<file path="src/design/streaming_conv1d_top_defines.svh">
// ----------------------------------------------------------------------------
// streaming_conv1d_top_defines
// assertion macros shared by the convolution block, empty in synthesis
// ----------------------------------------------------------------------------
`ifndef STREAMING_CONV1D_TOP_DEFINES_SVH
`define STREAMING_CONV1D_TOP_DEFINES_SVH

`ifndef SYNTHESIS
// same-cycle implication
`define SC1D_ASSERT_IMP(label, clk, rst_n, ante, cons) \
	label: assert property (@(posedge clk) disable iff (!rst_n) (ante) |-> (cons)) \
		else $error("sc1d assertion failed");
// next-cycle implication
`define SC1D_ASSERT_NXT(label, clk, rst_n, ante, cons) \
	label: assert property (@(posedge clk) disable iff (!rst_n) (ante) |=> (cons)) \
		else $error("sc1d assertion failed");
`else
`define SC1D_ASSERT_IMP(label, clk, rst_n, ante, cons)
`define SC1D_ASSERT_NXT(label, clk, rst_n, ante, cons)
`endif

`endif

</file>
<file path="src/design/sc1d_ram.sv">
// ----------------------------------------------------------------------------
// sc1d_ram
// generic single-write, single-read memory with registered read data
// ----------------------------------------------------------------------------
module sc1d_ram #(
	parameter int WIDTH = 16,
	parameter int DEPTH = 16
) (
	input  logic                                    clk,
	input  logic                                    we,
	input  logic [(DEPTH > 1 ? $clog2(DEPTH) : 1)-1:0] waddr,
	input  logic [WIDTH-1:0]                        wdata,
	input  logic [(DEPTH > 1 ? $clog2(DEPTH) : 1)-1:0] raddr,
	output logic [WIDTH-1:0]                        rdata
);

	logic [WIDTH-1:0] mem_q [DEPTH];

	always_ff @(posedge clk) begin
		if (we) begin
			mem_q[waddr] <= wdata;
		end
		rdata <= mem_q[raddr];
	end

endmodule

</file>
<file path="config.mk">
export PLATFORM = sky130hd
export DESIGN_NAME = sc1d_ram
export DESIGN_NICKNAME = d
export VERILOG_FILES = /design/src/design/streaming_conv1d_top_defines.svh /design/src/design/sc1d_ram.sv
export SDC_FILE = /design/constraint.sdc
export NUM_CORES = 1
export LEC_CHECK = 0
export BUFFER_PORTS_ARGS = -buffer_cell sky130_fd_sc_hd__buf_2
export CAP_MARGIN = 25
export CORE_AREA = 2 2 193 138
export DETAILED_ROUTE_END_ITERATION = 12
export DIE_AREA = 0 0 195 140
export GPL_TIMING_DRIVEN = 0
export SLEW_MARGIN = 20
export SYNTH_ARGS = -nofsm -noshare
export SYNTH_HDL_FRONTEND = slang
export SYNTH_SLANG_ARGS = --single-unit
</file>
<file path="constraint.sdc">
create_clock -name clk -period 2.3 [get_ports clk]
set_input_delay 0.23 -clock clk [delete_from_list [all_inputs] [get_ports clk]]
set_output_delay 0.23 -clock clk [all_outputs]
set_load 0.02 [all_outputs]
</file>
Word level (Yosys, flattened, before mapping)
Memories as Yosys holds them, arrays and structs flattened. A register that Yosys moved wholly into a read port is not among the register bits.
Cells that the tools add are included.

cells by class
  mux-type cells = 2

operator list
  operator  count
  $mux 1    2

storage, ports and cells
  flip-flop bits (word level) = 0
  bits in writable memories = 256
  bits of input ports = 26
  output and inout bits = 16
  memories kept = 1

memories
  name   depth  width  read ports  clocked after memory_dff  write ports  RTL line        text
  mem_q  16     16     1           1                         1            sc1d_ram.sv:17  logic [WIDTH-1:0] mem_q [DEPTH];

Depth between registers and ports, before layout
Gate-level depths: netlist of run 1.

  depth after elaboration = 2
  gate-level depth with buffers = 5
  depth with buffers taken out = 3

Worst setup path after synthesis of run 1
Ideal clock, no wire load.

  kind = in2reg
  start point = in waddr[2] in the netlist's numbering
  end point = mem mem_q[0][0], enable pin
  arrival time = 1.876 ns
  setup slack = 0.015 ns
  cell stages on the path = 2
  cells stage by stage = or3b_2 nor3_1

RTL lines
  what         RTL line        text
  from (decl)  sc1d_ram.sv:11  input logic [(DEPTH > 1 ? $clog2(DEPTH) : 1)-1:0] waddr,
  to (decl)    sc1d_ram.sv:17

No word-level cell before the write port.

Final worst setup path of run 1
  start point = in waddr[2] in the netlist's numbering
  end point = mem mem_q[0][4], enable pin

No word-level cell before the write port.

==> qor.yml, run 1 <==
synth.top_cells.by_count: "256 x edfxtp_1, 54 x mux4_2, 32 x a22oi_1"
r2r_cells: 3
worst_pin_slew_ps: 947
fin_skew_ps: 10.5
synth_flop_cell: "edfxtp_1"
grt_max_degree: 17
num_antenna_cells: 0
antenna_left: 0
initial_core_util_pct: 39.6
rows: 49
drtIter0Drc: 415
die_w_um: 195
grt_remaining_overflow: 0
io_buffers: 39
clk_pin_slew_ps: 60
met2_usage_pct: 24.5
status: "completed"
intPower_w: 0.00819
crit_type: "input port to flip-flop"
required_ps: 2530
drt_first_pass_iters: 5
clock.fmax_ghz: 0.638
synth-seq-cells: 272
synth_area_leaders: "edfxtp_1 77%, mux4_2 12%, dfxtp_1 3.2%"
synth_nets: 458
synth_top_cell_by_area: "edfxtp_1"
cp_max_fo: 6
p_per_area_nw_per_um2: 879
fin_nets: 535
vias: 4610
antenna_found_initial: 0
critPathBufInv: 2
critical_path.startpoint_type: "input port"
power_frac_seq_pct: 54.2
maxCapViolCount: 0
gp_congestion: 0.745
fp.dieH_um: 140
gr-usage-met1_pct: 23.6
vdd_drop_max_v: 0.000647
timing.final.crit_share_pct: 68.2
relSlewSlack_pct: 36.9
ctsHoldBuffers: 0
utilization_pct: 46.0
cts_made_buffers: 26
grt_pass1_vias: 4748
maxSlewViolCount: 0
htree_num_levels: 1
yosys.area.top_type_share_pct: 76.5
track_usage_pct: 15.9
final.fill_count: 2144
dpl.cell_count: 812
use_met3_pct: 3.20
busiest_layer: "met2"
hp-start: "wdata[4]"
finalSetupViolCount: 0
crit_family: "simple AND/OR/NAND/NOR gates"
yosysMostFrequentCell: "edfxtp_1"
async_flop_share_pct: 0
yosysSeqAreaShare_pct: 79.7
critPathSlowestCell: "or3b_2"
cp_data_arrival_time_ps: 1800
holdPathStages: 1
p_clk_share_pct: 40.5
timing.rr.end: "rdata[10]"
tritoncts: "built"
hold_violations: 0
finalCriticalPeriod_ps: 1570
area_growth_pct: 16.4
clock-root-buffer: "clkbuf_16"
wl_um: 21200
core_area_um2: 25400
slowest_delay_ps: 590
place_hpwl_um: 12900
cp-end-kind: "flip-flop"
clock_sinks: 272
synthCells: 432
drive_gt1_share_pct: 31.2
synth_cell_types: 19
layoutNonFillerInstCount: 860
drc_errors: 0
synth_edf_count: 256
io_pins: 42
hold_class: "input port to flip-flop"
ctsResizeCount: 0
via_per_inst: 5.36
leakagePower_nw: 3.76
dieArea_um2: 27300
combPwrFrac_pct: 5.3
path_cells: "buf_2, or3b_2, nor3_2, buf_4"
ys_warn_count: 0
cts.path.max_buffers: 3
syn_avg_cell_area_um2: 23.2
p_sw_w: 0.00208
rr_startpoint: "mem_q[10][10]"
rsz0062_at_grt: "no"
clk_latency_ps: 520
wl_per_cell_um: 24.6
syn_area_um2: 10000
cts_setup_buffers: 0
grt_pass1_wl_um: 31200
min_to: "mem_q[3][4]"
netSwitchingFraction_pct: 20.2
r2r_setup_slack_ps: 950
## cell usage in the layout (no fill, tap or decap)
cell type	count
nor2_2	2
clkbuf_16	27
buf_4	8
buf_1	3
nor2_4	10
mux4_2	54
or3b_2	1
nand2b_1	2
dfxtp_1	16
clkbuf_8	2
edfxtp_1	256
nand3b_1	2
clkbuf_1	18
nor2b_1	2
bufinv_16	2
nand3_1	1
a22oi_1	32
buf_6	7
mux4_1	10
clkinv_2	4
clkinv_1	3
and2_1	1
nor2_1	1
buf_2	42
buf_8	2
nand2_1	17
nor3_2	4
## kinds of logic after synthesis
kind of cell           synth area share [%]
AO/OA/AOI/OAI                          2.39
buffers and inverters                  1.23
flip-flops                             79.7
multiplexers                           14.7
AND/OR/NAND/NOR                        1.92
## metal layers
metal / part of all wire, % / wire length (um)
met5: 0 / 0
met4: 1.8 / 376
met3: 5.3 / 1130
met2: 46 / 9660
met1: 47 / 10000
## sequential cells by signal, indices dropped and copies added, names as in the netlist
register  cells
mem_q       256
rdata        16
## metrics by stage
step / hold slack (ps) / worst slack, ps / power (W) / setup TNS, ps / area (um2)
floorplan: 329 / 14.9 / 0.00598 / 0 / 10000
global placement: 590 / -1600 / 0.00619 / -130130 / 10700
detailed placement: 612 / 200 / 0.00623 / 0 / 10900
CTS: 49.9 / 744 / 0.0104 / 0 / 11700
global route: 66.3 / 634 / 0.0106 / 0 / 11700
finish: 70.2 / 732 / 0.0103 / 0 / 11700
## power groups by stage
stage               Combinational [W]  Clock [W]  Sequential [W]
floorplan                    0.000270          0         0.00571
global placement             0.000523          0         0.00567
detailed placement           0.000553          0         0.00567
CTS                          0.000554    0.00425         0.00557
global route                 0.000589    0.00446         0.00557
finish                       0.000545    0.00416         0.00557
## cell type report
class,count,area (um2),share of cell area (%)
Buffer,21,124,1.06
Clock buffer,39,741,6.34
Clock inverter,9,91.3,0.782
Multi-Input combinational cell,139,2010,17.2
Sequential cell,272,8010,68.5
Tap cell,331,414,3.54
Timing Repair Buffer,49,297,2.54
## worst max path at each step
stage / start / to / slack [ps] / cells after the start
final: waddr[2] / mem_q[0][4] / 730 / 4
after global placement: waddr[2] / mem_q[0][6] / -1600 / 3
after CTS: raddr[1] / rdata[10] / 740 / 5
after detailed placement: raddr[1] / rdata[10] / 200 / 5
after floorplan: waddr[2] / mem_q[0][0] / 10 / 2
after global routing: raddr[1] / rdata[9] / 630 / 5
No activity file was read; power rests on OpenSTA's default activity.
==> run 2, diff against run 1 <==
==> constraint.sdc (replaced) <==
create_clock -name clk -period 1.5 [get_ports clk]
set_input_delay 0.15 -clock clk [delete_from_list [all_inputs] [get_ports clk]]
set_output_delay 0.15 -clock clk [all_outputs]
set_load 0.02 [all_outputs]
==> qor.yml, run 2 (synthesis gave the netlist of run 1 again) <==
maxSlewViolCount: 0  # unchanged
tritoncts: "built"
drt_first_pass_iters: 4  # -1
initial_core_util_pct: 39.6  # unchanged
cts.path.max_buffers: 3  # unchanged
fp.dieH_um: 140  # unchanged
relSlewSlack_pct: 42.7  # +5.8 points
hold_violations: 0  # unchanged
hp-start: "wdata[15]"
rr_startpoint: "mem_q[1][10]"
utilization_pct: 46.5  # +0.47 points
timing.final.crit_share_pct: 94.0
timing.rr.end: "rdata[10]"
core_area_um2: 25400  # unchanged
clock-root-buffer: "clkbuf_16"
wl_per_cell_um: 24.5  # -0.42%
grt_pass1_wl_um: 31100  # -0.33%
cts_made_buffers: 26  # unchanged
grt_remaining_overflow: 0  # unchanged
vdd_drop_max_v: 0.000932  # +44%
antenna_found_initial: 0  # unchanged
fin_nets: 543  # +1.5%
dpl.cell_count: 811  # -0.12%
die_w_um: 195  # unchanged
track_usage_pct: 15.7  # -0.12 points
leakagePower_nw: 3.81  # +1.4%
via_per_inst: 5.42  # +1.2%
hold_class: "input port to flip-flop"
vias: 4708  # +2.1%
drive_gt1_share_pct: 31.1  # -0.092 points
drtIter0Drc: 476  # +15%
place_hpwl_um: 13000  # +1.4%
layoutNonFillerInstCount: 868  # +0.93%
rsz0062_at_grt: "yes"
wl_um: 21300  # +0.51%
area_growth_pct: 17.5
maxCapViolCount: 0  # unchanged
rows: 49  # unchanged
worst_pin_slew_ps: 859  # -87.7 ps
required_ps: 1890  # -640 ps
cp-end-kind: "flip-flop"
io_buffers: 39  # unchanged
final_cell_mix: "256 x edfxtp_1, 54 x mux4_2, 42 x buf_2"
num_antenna_cells: 0  # unchanged
largest-register: "mem_q"
cp_max_fo: 1  # -5
cp-startpoint: "mem_q[1][10]"
clk_pin_slew_ps: 70  # about the same
postLayoutCellArea_um2: 11800  # +1.0%
p_per_area_nw_per_um2: 1340  # +52%
clock.fmax_ghz: 0.709
largestRegisters: "mem_q: 256 flops, rdata: 16 flops"
mostFrequentLayoutCell: "edfxtp_1"
clock_sinks: 272  # unchanged
hold_slack_ps: 10.5  # -59.7 ps
finalCriticalPeriod_ps: 1410
holdPathStages: 1  # unchanged
min_to: "mem_q[7][15]"
io_pins: 42  # unchanged
crit_type: "flip-flop to flip-flop"
drc_errors: 0  # unchanged
status: "completed"
cp_data_arrival_time_ps: 1800  # about the same
finalSetupViolCount: 0  # unchanged
critical_path.startpoint_type: "flip-flop"
placed_area_um2: 10900  # +0.25%
htree_num_levels: 1  # unchanged
fin_skew_ps: 11.0  # +0.551 ps
fin_tns_setup_ps: 0  # unchanged
antenna_left: 0  # unchanged
grt_pass1_vias: 4798  # +1.1%
dieArea_um2: 27300  # unchanged
clk_latency_ps: 530  # about the same
gp_congestion: 0.679  # -8.9%
largest_reg_flops: 256  # unchanged
grt_max_degree: 17  # unchanged
r2r_cells: 3  # unchanged
r2r_setup_slack_ps: 90  # -860 ps
run 2: cell types whose count changed in the layout (fill, tap and decap cells not counted), moves of 2 or more:
cell	delta
dlygate4sd3_1	+9
buf_4	-5
clkbuf_1	-4
nor3_2	-4
nor3_4	+4
nor2_2	+3
nor2_4	-3
buf_6	+2
buf_8	+2
clkbuf_2	+2
clkinv_1	+2
run 2: metrics by stage:
step	total power (W)	setup slack, ps
after floorplan	0.00917	-171
after global placement	0.00950	-1180
after detailed placement	0.00956	-524
after CTS	0.0159	38.1
after global routing	0.0163	-26.1
final	0.0158	90.4
run 2: metal layers:
metal / vias up / GRT usage, % / wire, um
li1: 2019 / - / -
met1: 2482 / 24.7 / 10300
met2: 167 / 23.1 / 9250
met3: 40 / 2.79 / 1280
met4: 0 / 3.54 / 432
met5: - / 0 / 0
run 2: what timing repair did:
| action | 4_1_cts | 5_1_grt |
|---|---|---|
| gates resized for setup | 0 | 5 |
| endpoints found under the setup margin | 0 | 5 |
| hold buffers | 9 | 0 |
| endpoints found under the hold margin | 139 | 0 |
| buffers inserted | 0 | 0 |
run 2: power breakdown:
part | leakage, nW | switching, W | internal [W]
Combinational | 0.959 | 0.000528 | 0.000340
Clock | 0.405 | 0.00271 | 0.00369
Sequential | 2.45 | 0.0000390 | 0.00849
run 2: area by class of cell:
cell class | instances | area, um2
multi-input combinational | 139 | 2020
timing repair buffer | 57 | 402
clock inverter | 13 | 115
clock buffer | 35 | 716
sequential | 272 | 8010
tap | 331 | 414
fill | 2128 | 13600
buffer | 21 | 126
run 2: worst max-delay path: stages (launching register included):
cell and delay [ps]:
edfxtp_1 380, mux4_1 560, a22oi_1 210, nand2_1 130
run 2: worst max-delay path by stage:
stage                   to  slack, ps  depth (start not counted)
2_1_floorplan  mem_q[1][0]       -170                          2
3_3_place_gp   mem_q[1][2]      -1180                          3
3_5_place_dp     rdata[10]       -520                          5
4_1_cts          rdata[10]         40                          5
5_1_grt           rdata[7]        -30                          6
6_report         rdata[10]         90                          3
==> run 3, diff against run 2 <==
--- a/config.mk
+++ b/config.mk
@@ -7,10 +7,10 @@
 export LEC_CHECK = 0
 export BUFFER_PORTS_ARGS = -buffer_cell sky130_fd_sc_hd__buf_2
 export CAP_MARGIN = 25
-export CORE_AREA = 2 2 193 138
+export CORE_AREA = 2 2 182 130
 export DETAILED_ROUTE_END_ITERATION = 12
-export DIE_AREA = 0 0 195 140
-export GPL_TIMING_DRIVEN = 0
+export DIE_AREA = 0 0 184 132
+export MAX_ROUTING_LAYER = met4
 export SLEW_MARGIN = 20
 export SYNTH_ARGS = -nofsm -noshare
 export SYNTH_HDL_FRONTEND = slang
==> qor.yml, run 3 (synthesis gave the netlist of run 1 again) <==
crit_family: "multiplexers"
crit_type: "flip-flop to flip-flop"
path_cells: "mux4_1, a22oi_1, nand2_1"
dpl.cell_count: 778  # -4.1%
grt_pass1_vias: 4873  # +1.6%
dieArea_um2: 24300  # -11%
p_total_w: 0.0153  # -2.9%
area_growth_pct: 19.8
grt_max_degree: 29  # +12
r2r_setup_slack_ps: 110  # +20 ps
timing.rr.end: "rdata[7]"
io_pins: 42  # unchanged
cts_made_buffers: 25  # -3.8%
final.fill_count: 1710  # -20%
wl_per_cell_um: 25.0  # +2.0%
vdd_drop_max_v: 0.000989  # +6.1%
track_usage_pct: 18.3  # +2.6 points
io_buffers: 41  # +5.1%
vias: 4611  # -2.1%
intPower_w: 0.0122  # -2.6%
grt_remaining_overflow: 0  # unchanged
ctsResizeCount: 0  # unchanged
tritoncts: "built"
drtIter0Drc: 394  # -17%
clk_latency_ps: 520  # about the same
via_per_inst: 5.52  # +1.7%
finalCriticalPeriod_ps: 1390  # -21.3 ps
antenna_left: 0  # unchanged
clk_pin_slew_ps: 60  # about the same
cp-end-kind: "flip-flop"
critical_path.startpoint_type: "flip-flop"
num_antenna_cells: 0  # unchanged
cp_max_fo: 1  # unchanged
htree_num_levels: 1  # unchanged
postLayoutCellArea_um2: 12000  # +1.9%
largest-register: "mem_q"
rows: 46  # -6.1%
worst_pin_slew_ps: 1000  # +141 ps
hold_violations: 0  # unchanged
place_hpwl_um: 12000  # -8.0%
largest_reg_flops: 256  # unchanged
fp.dieH_um: 132  # -5.7%
utilization_pct: 53.6  # +7.1 points
min_to: "mem_q[9][9]"
core_area_um2: 22400  # -12%
clock_sinks: 272  # unchanged
fin_skew_ps: 9.77  # -1.24 ps
drive_gt1_share_pct: 33.4  # +2.3 points
initial_core_util_pct: 44.7  # +5.2 points
slowest_delay_ps: 540  # -20 ps
hp-start: "wdata[9]"
drt_first_pass_iters: 4  # unchanged
cts_setup_buffers: 0  # unchanged
placed_area_um2: 11200  # +2.5%
p_sw_w: 0.00315  # -4.1%
clock-root-buffer: "clkbuf_16"
netSwitchingFraction_pct: 20.5  # -0.25 points
mostFrequentLayoutCell: "edfxtp_1"
die_w_um: 184  # -5.6%
clock.fmax_ghz: 0.720  # +1.5%
rr_startpoint: "mem_q[1][7]"
timing.final.crit_share_pct: 92.6  # -1.4 points
final_cell_mix: "256 x edfxtp_1, 54 x mux4_2, 40 x buf_2"
combPwrFrac_pct: 5.9  # +0.4 points
finalSetupViolCount: 0  # unchanged
relSlewSlack_pct: 33.0  # -9.7 points
drc_errors: 0  # unchanged
fin_nets: 555  # +2.2%
required_ps: 1890  # about the same
maxCapViolCount: 0  # unchanged
cts.path.max_buffers: 3  # unchanged
largestRegisters: "mem_q: 256 flops, rdata: 16 flops"
cp_data_arrival_time_ps: 1780  # -20 ps
p_per_area_nw_per_um2: 1280  # -4.7%
holdPathStages: 1  # unchanged
wl_um: 20900  # -1.8%
rsz0062_at_grt: "no"
hold_class: "input port to flip-flop"
power_frac_seq_pct: 55.7  # +1.7 points
leakagePower_nw: 3.94  # +3.3%
r2r_cells: 3  # unchanged
status: "completed"
p_clk_share_pct: 38.4  # -2.1 points
gp_congestion: 0.767  # +13%
grt_pass1_wl_um: 31100  # -0.24%
ctsHoldBuffers: 12  # +3
maxSlewViolCount: 0  # unchanged
critPathSlowestCell: "mux4_1"
critPathBufInv: 0  # unchanged
layoutNonFillerInstCount: 836  # -3.7%
antenna_found_initial: 0  # unchanged
[run 3: worst max path at each step]
stage                     start     endpoint  slack [ps]  cells after the start
floorplan              waddr[2]  mem_q[1][0]        -170                      2
global placement       raddr[0]     rdata[7]        -140                      5
detailed placement     raddr[0]     rdata[7]        -100                      5
CTS                 mem_q[1][7]     rdata[7]         110                      3
global route        mem_q[1][7]     rdata[7]          80                      3
finish              mem_q[1][7]     rdata[7]         110                      3
[run 3: layout make-up]
cell class,count,area (um2),share of cell area (%)
well taps,288,360,3.00
multi-input cells,139,1990,16.6
clock buffers,36,677,5.63
clock inverters,10,75.1,0.624
repair buffers,91,913,7.59
flip-flops and latches,272,8010,66.6
[run 3: layer usage]
metal | track usage (%) | share of wire (%) | vias to the layer above
li1 | - | - | 2036
met1 | 27.0 | 44 | 2423
met2 | 27.4 | 47 | 121
met3 | 2.79 | 7.1 | 31
met4 | 3.60 | 1.7 | 0
met5 | - | 0 | -
[run 3: power by group through the flow]
stage	Combinational (W)	Clock [W]	Sequential (W)
finish	0.000905	0.00590	0.00854
CTS	0.000923	0.00603	0.00855
global placement	0.000875	0	0.00870
detailed placement	0.000895	0	0.00871
global route	0.000979	0.00634	0.00855
floorplan	0.000417	0	0.00876
[run 3: per-stage QoR]
stage	setup slack [ps]	setup TNS, ps	hold slack [ps]
after floorplan	-171	-8210	249
after global placement	-143	-592	512
after detailed placement	-96.0	-625	537
after CTS	114	0	0.446
after global routing	75.5	0	17.7
final	112	0	17.5
